$ cat src/rtl/slfp_pkg.sv
package slfp_pkg;

    localparam int SENSOR_COUNT_DEF = 21;
    localparam int FIELD_NUM_W      = 5;
    localparam int ACC_W            = 17;
    localparam int VALUE_W          = 16;
    localparam int SKIP_W           = 4;
    localparam int CFG_INDEX_W      = 2;
    localparam int CFG_DATA_W       = 5;

    localparam logic [SKIP_W-1:0]      HEADER_SKIP_RST = 4'd5;
    localparam logic [FIELD_NUM_W-1:0] FIELD_LIMIT_RST = 5'd21;
    localparam logic [ACC_W-1:0]       UNIT_CAP        = 17'd3277;
    localparam logic [ACC_W-1:0]       POS_MAX         = 17'd32767;
    localparam logic [ACC_W-1:0]       NEG_MAX         = 17'd32768;

    localparam logic [7:0] CH_SEMI  = 8'h3B;
    localparam logic [7:0] CH_COMMA = 8'h2C;
    localparam logic [7:0] CH_DOT   = 8'h2E;
    localparam logic [7:0] CH_PLUS  = 8'h2B;
    localparam logic [7:0] CH_MINUS = 8'h2D;
    localparam logic [7:0] CH_ZERO  = 8'h30;
    localparam logic [7:0] CH_NINE  = 8'h39;
    localparam logic [7:0] CH_SPACE = 8'h20;
    localparam logic [7:0] CH_TAB   = 8'h09;
    localparam logic [7:0] CH_CR    = 8'h0D;

    typedef enum logic [CFG_INDEX_W-1:0] {
        REG_HEADER_SKIP = 2'd0,
        REG_FIELD_LIMIT = 2'd1
    } cfg_reg_t;

    typedef enum logic [1:0] {
        ST_OK      = 2'd0,
        ST_EMPTY   = 2'd1,
        ST_NODIGIT = 2'd2
    } field_status_t;

    typedef struct packed {
        logic stop;
        logic frac;
        logic past;
        logic digit;
        logic neg;
        logic nonempty;
    } field_flags_t;

    typedef struct packed {
        logic [FIELD_NUM_W-1:0]   sensor_index;
        field_status_t            field_status;
        logic signed [VALUE_W-1:0] value_tenths;
    } result_t;

    function automatic logic is_space(input logic [7:0] c);
        return (c == CH_SPACE) || ((c >= CH_TAB) && (c <= CH_CR));
    endfunction

endpackage

$ cat src/rtl/sensor_line_field_parser_top.sv
// Sensor line field parser.
// s_ channel: one character of a receiver log line per word. s_tuser marks
// the first byte of a line, s_tlast the final one. The first header_skip
// bytes of a line are dropped, the rest is split at ';', and each closed
// field (up to min(field_limit, SENSOR_COUNT) per line) yields one m_ word:
// sensor index, status (ok, empty, no digits) and the reading in tenths.
// cfg_ channel: index 0 writes header_skip, index 1 writes field_limit;
// cfg_ready is always high. Write only while the block is idle.
// Throughput: one byte per cycle while s_tready is high. The per-byte
// update (multiply by ten, add, saturate) sits between the parse state
// registers and the result register, so each result is registered before m_.
// Reset clears the parse state and the output stage and loads the register
// defaults (5 and 21). When m_tready stalls, a two-entry output stage holds
// results; s_tready drops only once both entries are full.
module sensor_line_field_parser_top #(
    parameter int SENSOR_COUNT = slfp_pkg::SENSOR_COUNT_DEF
) (
    input  logic                                aclk,
    input  logic                                aresetn,
    input  logic                                s_tvalid,
    output logic                                s_tready,
    input  logic [7:0]                          s_tdata,   // [7:0] data_byte
    input  logic                                s_tuser,   // [0] first_byte
    input  logic                                s_tlast,
    output logic                                m_tvalid,
    input  logic                                m_tready,
    output logic [23:0]                         m_tdata,   // [4:0] sensor_index,
                                                           // [20:5] value_tenths
    output logic [1:0]                          m_tuser,   // [1:0] field_status
    input  logic                                cfg_valid,
    output logic                                cfg_ready,
    input  logic [slfp_pkg::CFG_INDEX_W-1:0]    cfg_index,
    input  logic [slfp_pkg::CFG_DATA_W-1:0]     cfg_data
);

    logic [slfp_pkg::SKIP_W-1:0]      header_skip_reg;
    logic [slfp_pkg::FIELD_NUM_W-1:0] field_limit_reg;
    logic                             accept;
    logic                             res_valid;
    slfp_pkg::result_t                res;
    slfp_pkg::result_t                out_res;

    assign cfg_ready = 1'b1;
    assign accept    = s_tvalid && s_tready;

    always_ff @(posedge aclk) begin
        if (!aresetn) begin
            header_skip_reg <= slfp_pkg::HEADER_SKIP_RST;
            field_limit_reg <= slfp_pkg::FIELD_LIMIT_RST;
        end else if (cfg_valid) begin
            case (cfg_index)
                slfp_pkg::REG_HEADER_SKIP: header_skip_reg <= cfg_data[slfp_pkg::SKIP_W-1:0];
                slfp_pkg::REG_FIELD_LIMIT: field_limit_reg <= cfg_data;
                default: ;
            endcase
        end
    end

    slfp_parser #(
        .SENSOR_COUNT(SENSOR_COUNT)
    ) u_parser (
        .aclk        (aclk),
        .aresetn     (aresetn),
        .accept      (accept),
        .data_byte   (s_tdata),
        .first_byte  (s_tuser),
        .last_byte   (s_tlast),
        .header_skip (header_skip_reg),
        .field_limit (field_limit_reg),
        .res_valid   (res_valid),
        .res         (res)
    );

    slfp_out_buf u_out_buf (
        .aclk      (aclk),
        .aresetn   (aresetn),
        .push      (res_valid),
        .push_data (res),
        .ready     (s_tready),
        .out_valid (m_tvalid),
        .out_ready (m_tready),
        .out_data  (out_res)
    );

    assign m_tdata = {3'b000, out_res.value_tenths, out_res.sensor_index};
    assign m_tuser = out_res.field_status;

endmodule

$ cat src/rtl/slfp_parser.sv
module slfp_parser #(
    parameter int SENSOR_COUNT = slfp_pkg::SENSOR_COUNT_DEF
) (
    input  logic                               aclk,
    input  logic                               aresetn,
    input  logic                               accept,
    input  logic [7:0]                         data_byte,
    input  logic                               first_byte,
    input  logic                               last_byte,
    input  logic [slfp_pkg::SKIP_W-1:0]        header_skip,
    input  logic [slfp_pkg::FIELD_NUM_W-1:0]   field_limit,
    output logic                               res_valid,
    output slfp_pkg::result_t                  res
);

    localparam logic [slfp_pkg::FIELD_NUM_W-1:0] SENSOR_LIMIT =
        slfp_pkg::FIELD_NUM_W'(SENSOR_COUNT);

    logic [slfp_pkg::SKIP_W-1:0]      skip_count_reg, skip_count_next;
    logic [slfp_pkg::FIELD_NUM_W-1:0] field_number_reg, field_number_next;
    logic [slfp_pkg::ACC_W-1:0]       accumulator_reg, accumulator_next;
    slfp_pkg::field_flags_t           field_flags_reg, field_flags_next;

    logic [slfp_pkg::SKIP_W-1:0]      skip_c;
    logic [slfp_pkg::FIELD_NUM_W-1:0] fnum_c;
    logic [slfp_pkg::ACC_W-1:0]       acc_c;
    slfp_pkg::field_flags_t           flags_c;
    logic [slfp_pkg::FIELD_NUM_W-1:0] limit;
    logic [slfp_pkg::ACC_W-1:0]       acc_x10;
    logic [slfp_pkg::ACC_W-1:0]       int_sum;
    logic [slfp_pkg::ACC_W-1:0]       digit_val;
    logic [slfp_pkg::ACC_W-1:0]       mag;
    logic [slfp_pkg::ACC_W-1:0]       mag_sat;
    logic                             is_digit;
    logic                             is_point;
    logic                             is_sign;
    logic                             in_field;
    logic                             close;

    always_comb begin
        skip_c  = first_byte ? '0 : skip_count_reg;
        fnum_c  = first_byte ? '0 : field_number_reg;
        acc_c   = first_byte ? '0 : accumulator_reg;
        flags_c = first_byte ? '0 : field_flags_reg;

        limit     = (field_limit < SENSOR_LIMIT) ? field_limit : SENSOR_LIMIT;
        acc_x10   = slfp_pkg::ACC_W'(acc_c * 17'd10);
        digit_val = slfp_pkg::ACC_W'(data_byte - slfp_pkg::CH_ZERO);
        int_sum   = acc_x10 + digit_val;
        is_digit  = (data_byte >= slfp_pkg::CH_ZERO) && (data_byte <= slfp_pkg::CH_NINE);
        is_point  = (data_byte == slfp_pkg::CH_DOT) || (data_byte == slfp_pkg::CH_COMMA);
        is_sign   = (data_byte == slfp_pkg::CH_PLUS) || (data_byte == slfp_pkg::CH_MINUS);
        in_field  = (skip_c >= header_skip) && (fnum_c < limit);
        close     = in_field && (data_byte == slfp_pkg::CH_SEMI);

        mag = flags_c.frac ? acc_c : acc_x10;
        if (flags_c.neg) begin
            mag_sat = (mag > slfp_pkg::NEG_MAX) ? slfp_pkg::NEG_MAX : mag;
        end else begin
            mag_sat = (mag > slfp_pkg::POS_MAX) ? slfp_pkg::POS_MAX : mag;
        end

        res.sensor_index = fnum_c;
        res.value_tenths = '0;
        if (!flags_c.nonempty) begin
            res.field_status = slfp_pkg::ST_EMPTY;
        end else if (!flags_c.digit) begin
            res.field_status = slfp_pkg::ST_NODIGIT;
        end else begin
            res.field_status = slfp_pkg::ST_OK;
            res.value_tenths = flags_c.neg ? slfp_pkg::VALUE_W'(17'd0 - mag_sat)
                                           : slfp_pkg::VALUE_W'(mag_sat);
        end
        res_valid = accept && close;
    end

    always_comb begin
        skip_count_next   = skip_c;
        field_number_next = fnum_c;
        accumulator_next  = acc_c;
        field_flags_next  = flags_c;

        if (skip_c < header_skip) begin
            skip_count_next = skip_c + 1'b1;
        end else if (close) begin
            field_number_next = fnum_c + 1'b1;
            accumulator_next  = '0;
            field_flags_next  = '0;
        end else if (in_field) begin
            field_flags_next.nonempty = 1'b1;
            if (!flags_c.stop) begin
                if (slfp_pkg::is_space(data_byte)) begin
                    if (flags_c.past) field_flags_next.stop = 1'b1;
                end else if (is_sign) begin
                    if (flags_c.past) begin
                        field_flags_next.stop = 1'b1;
                    end else begin
                        field_flags_next.past = 1'b1;
                        field_flags_next.neg  = (data_byte == slfp_pkg::CH_MINUS);
                    end
                end else if (is_digit) begin
                    field_flags_next.past  = 1'b1;
                    field_flags_next.digit = 1'b1;
                    if (flags_c.frac) begin
                        accumulator_next      = acc_c + digit_val;
                        field_flags_next.stop = 1'b1;
                    end else begin
                        accumulator_next = (int_sum > slfp_pkg::UNIT_CAP) ?
                                           slfp_pkg::UNIT_CAP : int_sum;
                    end
                end else if (is_point) begin
                    if (flags_c.frac) begin
                        field_flags_next.stop = 1'b1;
                    end else begin
                        field_flags_next.past = 1'b1;
                        field_flags_next.frac = 1'b1;
                        accumulator_next      = acc_x10;
                    end
                end else begin
                    field_flags_next.stop = 1'b1;
                end
            end
        end

        if (last_byte) begin
            skip_count_next   = '0;
            field_number_next = '0;
            accumulator_next  = '0;
            field_flags_next  = '0;
        end
    end

    always_ff @(posedge aclk) begin
        if (!aresetn) begin
            skip_count_reg   <= '0;
            field_number_reg <= '0;
            accumulator_reg  <= '0;
            field_flags_reg  <= '0;
        end else if (accept) begin
            skip_count_reg   <= skip_count_next;
            field_number_reg <= field_number_next;
            accumulator_reg  <= accumulator_next;
            field_flags_reg  <= field_flags_next;
        end
    end

endmodule

$ cat src/rtl/slfp_out_buf.sv
module slfp_out_buf (
    input  logic              aclk,
    input  logic              aresetn,
    input  logic              push,
    input  slfp_pkg::result_t push_data,
    output logic              ready,
    output logic              out_valid,
    input  logic              out_ready,
    output slfp_pkg::result_t out_data
);

    logic              main_valid_reg;
    logic              skid_valid_reg;
    slfp_pkg::result_t main_data_reg;
    slfp_pkg::result_t skid_data_reg;
    logic              pop;

    assign pop       = main_valid_reg && out_ready;
    assign ready     = !skid_valid_reg;
    assign out_valid = main_valid_reg;
    assign out_data  = main_data_reg;

    always_ff @(posedge aclk) begin
        if (!aresetn) begin
            main_valid_reg <= 1'b0;
            skid_valid_reg <= 1'b0;
        end else if (skid_valid_reg) begin
            if (pop) begin
                skid_valid_reg <= 1'b0;
            end
        end else if (push) begin
            if (main_valid_reg && !pop) begin
                skid_valid_reg <= 1'b1;
            end
            main_valid_reg <= 1'b1;
        end else if (pop) begin
            main_valid_reg <= 1'b0;
        end
    end

    always_ff @(posedge aclk) begin
        if (skid_valid_reg) begin
            if (pop) main_data_reg <= skid_data_reg;
        end else if (push) begin
            if (main_valid_reg && !pop) begin
                skid_data_reg <= push_data;
            end else begin
                main_data_reg <= push_data;
            end
        end
    end

endmodule

$ cat config.mk
export PLATFORM = sky130hd
export DESIGN_NAME = sensor_line_field_parser_top
export DESIGN_NICKNAME = d
export VERILOG_FILES = /design/src/rtl/slfp_pkg.sv /design/src/rtl/sensor_line_field_parser_top.sv /design/src/rtl/slfp_parser.sv /design/src/rtl/slfp_out_buf.sv
export SDC_FILE = /design/constraint.sdc
export NUM_CORES = 1
export LEC_CHECK = 0
export ABC_CLOCK_PERIOD_IN_PS = 7350
export BUFFER_PORTS_ARGS = -buffer_cell sky130_fd_sc_hd__buf_2
export CORE_ASPECT_RATIO = 1.75
export CORE_MARGIN = 1
export CORE_UTILIZATION = 25
export CTS_CLUSTER_DIAMETER = 100
export DETAILED_ROUTE_END_ITERATION = 8
export PLACE_DENSITY_LB_ADDON = 0.25
export SETUP_SLACK_MARGIN = 0.2
export SLEW_MARGIN = 15
export SYNTH_ARGS = -nofsm -noshare
export SYNTH_HDL_FRONTEND = slang
export SYNTH_SLANG_ARGS = --single-unit
$ cat constraint.sdc
create_clock -name aclk -period 7.35 [get_ports aclk]
set_input_delay 0.3675 -clock aclk [delete_from_list [all_inputs] [get_ports aclk]]
set_output_delay 0.3675 -clock aclk [all_outputs]
set_load 0.05 [all_outputs]
==> results of run 1 <==
==> cells by family after synthesis <==
kind of cell             synth area share [%]
AND/OR/NAND/NOR                          25.5
buffers and inverters                    4.70
XOR/XNOR                                 6.13
other                                  0.0866
flip-flops                               25.9
adder cells (fa/ha/maj)                  8.86
AO/OA/AOI/OAI                            25.9
multiplexers                             2.93
==> critical path, cell delays in order (launching register included) <==
cell and delay, ns:
dfxtp_1 0.43, nor2b_1 0.41, and2_1 0.19, ha_1 0.17, inv_1 0.06, fa_1 0.40, nand2b_1 0.23, a211oi_2 0.34
o211ai_2 0.16, o21ai_1 0.25, xor2_1 0.21, a21oi_1 0.19, nor2_1 0.14, buf_4 0.25, nor2_1 0.09, a31oi_1 0.26
ha_1 0.38, inv_1 0.13, or4_1 0.59, o211ai_2 0.24, a41oi_1 0.17, a41o_1 0.27
==> stage by stage <==
| stage | cell area, sq um | instances | hold WS, ns | setup WS (ns) |
|---|---|---|---|---|
| after CTS | 9620 | 1542 | 0.230 | 1.53 |
| after global placement | 9290 | 1526 | 0.448 | 1.54 |
| final | 9620 | 1542 | 0.243 | 1.53 |
| after global routing | 9620 | 1542 | 0.247 | 1.07 |
| after detailed placement | 9290 | 1526 | 0.463 | 1.43 |
| after floorplan | 8680 | 1068 | 0.436 | 1.34 |
==> cell usage after synthesis, drive strengths merged (5+ instances only) <==
master,instances
nand2,122
nor2,84
a21oi,81
o21ai,76
ha,59
nor2b,47
edfxtp,46
dfxtp,43
clkbuf,39
xnor2,37
nand3,34
nor3,28
inv,25
and2,21
xor2,21
a21o,20
buf,19
a31oi,15
and3,15
o31ai,15
mux2,13
nand4,12
o211ai,12
a22oi,11
nand2b,11
a21boi,10
mux2i,10
o21a,10
or2,10
nand3b,8
o22ai,8
a41oi,7
a211oi,6
a221oi,6
nor4,6
or3,6
o31a,5
==> report_power, final <==
group          leakage, nW  internal [W]  switching, W
logic                 2.84     0.0000450     0.0000938
registers            0.701      0.000519    0.00000189
clock network        0.161      0.000307      0.000214
==> layer usage <==
layer | global-route usage (%) | part of all wire, % | vias to the layer above
met5 | 0 | 0 | -
li1 | - | - | 3959
met1 | 16.9 | 37 | 3814
met2 | 31.9 | 52 | 247
met4 | 11.4 | 6.8 | 0
met3 | 1.86 | 3.7 | 91
==> final timing paths <==
path | start | end | slack (ns) | cells past startpoint
worst max register to register | u_parser.accumulator_reg[0] | u_out_buf.out_data[12] | 1.53 | 21
worst max-delay path | u_parser.accumulator_reg[0] | u_out_buf.out_data[12] | 1.53 | 21
worst min-delay path | cfg_data[0] | field_limit_reg[0] | 0.24 | 3
worst min register to register | u_parser.field_flags_reg[0] | u_parser.field_flags_reg[0] | 0.47 | 2
==> area by class of cell <==
type,instances,area [sq um],area share (%)
inverter,26,97.6,1.01
clock buffer,13,283,2.94
sequential,89,2240,23.3
clock inverter,3,45.0,0.468
multi-input combinational,895,6040,62.8
timing repair buffer,61,343,3.56
tap,455,569,5.92
==> results.json, run 1 <==
{
  "crit_path_max_fanout": 21,
  "ys_ff_latch": 89,
  "yosys.area.top_type": "edfxtp_1",
  "routed_via_density": 5.26,
  "setup_tns_ns": 0,
  "path_clk_slew_ns": 0.07,
  "yosysWarnings": 0,
  "netlist_area_sq_um": 8670,
  "cts-htree-levels": 3,
  "total_power_w": 0.00118,
  "crit_required_ns": 7.46,
  "async_reset_ff_share_pct": 0,
  "finalSetupViolations": 0,
  "antenna_cells": 0,
  "synthTopCellsByArea": "edfxtp_1, dfxtp_1, ha_1",
  "synth_top_area_share_pct": 15.9,
  "fill_cells": 3641,
  "p_per_area_nw_per_um2": 123,
  "rows": 89,
  "portBuffers": 46,
  "leakage_nw": 3.71,
  "fp.dieW_microns": 143,
  "layout_common_cells": "nand2_1, nor2_1, a21oi_1, o21ai_0, ha_1",
  "fin_nets": 1164,
  "status": "completed",
  "drive_gt1_share_pct": 13.3,
  "ys.flop_type": "edfxtp_1",
  "ys_seq_area_share_pct": 25.9,
  "cts_setup_buffers": 0,
  "routed_wl_mm": 28.8,
  "synthToLayoutAreaGrowth_pct": 11.0,
  "routed-via-count": 8111,
  "fin_skew_ns": 0.0132,
  "final_core_util_pct": 28.3,
  "dieArea_sq_um": 35500,
  "start_util_pct": 25.5,
  "relSlewSlack_pct": 29.7,
  "cts_tree": "yes",
  "hold_path.class": "primary input to flip-flop",
  "rsz0062_at_grt": "false",
  "drv_slew": 0,
  "place_hpwl_mm": 22.7,
  "core_sq_um": 34000,
  "root_buffer": "clkbuf_16",
  "period_share_pct": 79.2,
  "fmax_mhz": 172,
  "arrival_ns": 5.93,
  "clock_path_buffers": 2,
  "grt_pass1_wl_mm": 45.0,
  "mostFrequentLayoutCell": "nand2_1",
  "ios": 51,
  "synth_edf_count": 46,
  "worstSkewPairLatency_ns": 0.36,
  "cts_sinks": 89,
  "ys_types": 111,
  "drc_errors": 0,
  "maxCapViolations": 0,
  "cts_hold_buf": 0,
  "start_kind": "flip-flop",
  "antenna_found_initial": 0,
  "tightest_slew_ns": 1.05,
  "gr-usage-all-layers_pct": 16.8,
  "die_h_microns": 248,
  "grt_max_degree": 45,
  "overflow": 0,
  "peakVddDrop_v": 0.000105,
  "cts-buffers-inserted": 9,
  "dr.pass1.iters": 4,
  "syn_inst": 1066,
  "cp-end-kind": "flip-flop",
  "final_antenna_net_count": 0,
  "grt_pass1_vias": 7911,
  "wire_per_inst_microns": 18.7,
  "min_period_ns": 5.82,
  "post_cts_resized": 0,
  "hold_violations": 0,
  "critPathKind": "flip-flop to flip-flop",
  "avgSynthCellArea_sq_um": 8.13,
  "place_congestion": 0.906,
  "drtIter0Drc": 363
}
No activity file was read; power rests on OpenSTA's default activity.
==> inputs of run 2 (changes only) <==
--- a/config.mk
+++ b/config.mk
@@ -5,7 +5,8 @@
 export SDC_FILE = /design/constraint.sdc
 export NUM_CORES = 1
 export LEC_CHECK = 0
-export ABC_CLOCK_PERIOD_IN_PS = 7350
+export ABC_AREA = 1
+export ABC_CLOCK_PERIOD_IN_PS = 5800
 export BUFFER_PORTS_ARGS = -buffer_cell sky130_fd_sc_hd__buf_2
 export CORE_ASPECT_RATIO = 1.75
 export CORE_MARGIN = 1
==> constraint.sdc (replaced) <==
create_clock -name aclk -period 5.8 [get_ports aclk]
set_input_delay 0.29 -clock aclk [delete_from_list [all_inputs] [get_ports aclk]]
set_output_delay 0.29 -clock aclk [all_outputs]
set_load 0.05 [all_outputs]
==> results.json, run 2 <==
{
  "crit_cells": 29,
  "cts_sinks": 89,
  "total_power_w": 0.00143,
  "path_delay_family": "simple AND/OR/NAND/NOR gates",
  "grt_pass1_vias": 8967,
  "synthTopCellsByArea": "nand2_1, edfxtp_1, dfxtp_1",
  "routed_wl_mm": 28.9,
  "routed_via_density": 4.77,
  "fp.dieW_microns": 141,
  "r2r-start": "u_parser.accumulator_reg[0]",
  "holdWs_ns": 0.154,
  "mostFrequentLayoutCell": "nand2_1",
  "maxCapViolations": 0,
  "slowest_delay_ns": 0.41,
  "synth_most_common_cell": "nand2_1",
  "critPathSlowestCell": "fa_1",
  "avgSynthCellArea_sq_um": 6.22,
  "grt_pass1_wl_mm": 46.2,
  "ios": 51,
  "cts-htree-levels": 3,
  "fmax_mhz": 194,
  "place_congestion": 0.931,
  "worst-path-buf-inv": 6,
  "finalSetupViolations": 0,
  "min_period_ns": 5.16,
  "cts-buffers-inserted": 9,
  "dp.cells": 1843,
  "synth_edf_count": 46,
  "routed-via-count": 8872,
  "crit_path_max_fanout": 19,
  "fill_cells": 3725,
  "stdcell_count": 1859,
  "leakage_nw": 4.71,
  "rsz0062_at_grt": "false",
  "yosys.area.top_type": "nand2_1",
  "core_sq_um": 33100,
  "hold_violations": 0,
  "cts_hold_buf": 0,
  "status": "completed",
  "p_per_area_nw_per_um2": 149,
  "crit_top_cell": "nand2_1",
  "endpoint": "u_out_buf.out_data[8]",
  "ys.flop_type": "edfxtp_1",
  "grt_max_degree": 37,
  "period_share_pct": 88.9,
  "clock_path_buffers": 2,
  "path_clk_slew_ns": 0.06,
  "synth_commonest_cells": "nand2_1, inv_1, nor2_1",
  "final_core_util_pct": 28.8,
  "dieArea_sq_um": 34700,
  "place_hpwl_mm": 23.9,
  "peakVddDrop_v": 0.000140,
  "ys_types": 54,
  "overflow": 0,
  "ys_ff_latch": 89,
  "setup_tns_ns": 0,
  "cp-end-kind": "flip-flop",
  "rows": 88,
  "synthToLayoutAreaGrowth_pct": 12.5,
  "fin_nets": 1486,
  "portBuffers": 46,
  "drc_errors": 0,
  "final_antenna_net_count": 0,
  "layout_common_cells": "nand2_1, inv_1, nor2_1, a21oi_1, nand3_1",
  "worstSkewPairLatency_ns": 0.36,
  "drtIter0Drc": 375,
  "antenna_found_initial": 0,
  "wire_per_inst_microns": 15.5,
  "start_kind": "primary input",
  "die_h_microns": 246,
  "yosysWarnings": 0,
  "synth_top_area_share_pct": 19.3,
  "netlist_area_sq_um": 8490,
  "dr.pass1.iters": 5,
  "start_util_pct": 25.6,
  "cts_tree": "yes",
  "crit-reg2reg-capture": "u_out_buf.out_data[8]",
  "drv_slew": 0,
  "arrival_ns": 5.26,
  "r2r_cells": 26,
  "root_buffer": "clkbuf_16",
  "drive_gt1_share_pct": 8.52,
  "ys_seq_area_share_pct": 26.4,
  "critPathKind": "primary input to flip-flop",
  "crit_required_ns": 5.90,
  "relSlewSlack_pct": 37.9,
  "tightest_slew_ns": 0.925,
  "async_reset_ff_share_pct": 0,
  "fin_skew_ns": 0.00594,
  "gr-usage-all-layers_pct": 17.2,
  "syn_inst": 1364,
  "antenna_cells": 0,
  "hold_path.class": "primary input to flip-flop",
  "r2r_setup_slack_ns": 0.87,
  "critPathLaunch": "s_tuser"
}
-- run 2: cell types whose count changed after synthesis, moves of 13 or more --
cell	change
a21oi_1	+30
o31ai_1	-13
nor2_1	+42
nand2_1	+315
xnor2_1	-31
and2_1	-14
o21ai_1	+19
a21o_1	-16
nand3_1	+47
inv_1	+158
nor2b_1	-47
-- run 2: cell type report --
class | instances | area [sq um] | area share, %
inverters | 194 | 728 | 7.63
flip-flops and latches | 89 | 2240 | 23.5
well taps | 450 | 563 | 5.90
clock buffers | 9 | 225 | 2.36
multi-input cells | 1047 | 5360 | 56.2
repair buffers | 63 | 358 | 3.75
clock inverters | 7 | 68.8 | 0.721
-- run 2: per-stage QoR --
step                instance area (sq um)  setup slack [ns]
CTS                                  9540             0.616
finish                               9550             0.642
floorplan                            8500              1.91
detailed placement                   9250             0.251
global placement                     9250             0.283
global route                         9550             0.231
-- run 2: metal layers --
metal / part of all wire, % / global-route usage, %
met1: 36 / 15.8
met2: 55 / 34.9
met3: 2.2 / 1.30
met4: 6.8 / 12.0
met5: 0 / 0
-- run 2: how the worst min path moves through the flow --
stage	start	to	slack, ns	depth (start not counted)
2_1_floorplan	cfg_data[0]	header_skip_reg[0]	0.42	2
3_3_place_gp	u_parser.accumulator_reg[14]	u_parser.accumulator_reg[14]	0.45	2
3_5_place_dp	u_parser.field_number_reg[4]	u_parser.field_number_reg[4]	0.46	2
4_1_cts	cfg_data[4]	field_limit_reg[4]	0.14	3
5_1_grt	cfg_data[4]	field_limit_reg[4]	0.17	3
6_report	cfg_data[4]	field_limit_reg[4]	0.15	3
-- run 2: worst min-delay path: cells and delay by family --
kind	cells	cell delay (ns)
buffers and inverters	1	0.07
AND/OR/NAND/NOR	1	0.05
AO/OA/AOI/OAI	1	0.06
-- run 2: where the power goes --
group / switching (W) / total (W) / internal, W / leakage (nW)
Combinational: 0.000119 / 0.000167 / 0.0000480 / 3.78
Sequential: 0.00000199 / 0.000661 / 0.000659 / 0.788
Clock: 0.000265 / 0.000599 / 0.000334 / 0.144
-- run 2: kinds of logic (layout without fill, tap and decap cells) --
kind of cell	after synthesis	after routing	share of synthesized area (%)
adder cells (fa/ha/maj)	60	60	8.93
XOR/XNOR	22	22	2.27
flip-flops	89	89	26.4
buffers and inverters	230	273	10.6
AO/OA/AOI/OAI	254	254	17.0
AND/OR/NAND/NOR	707	707	34.7
other	2	4	0.0885
-- run 2: timing repair --
item,CTS,global route
hold endpoints to repair,0,0
setup buffers,0,0
resized for setup,0,1
setup endpoints to repair,0,6
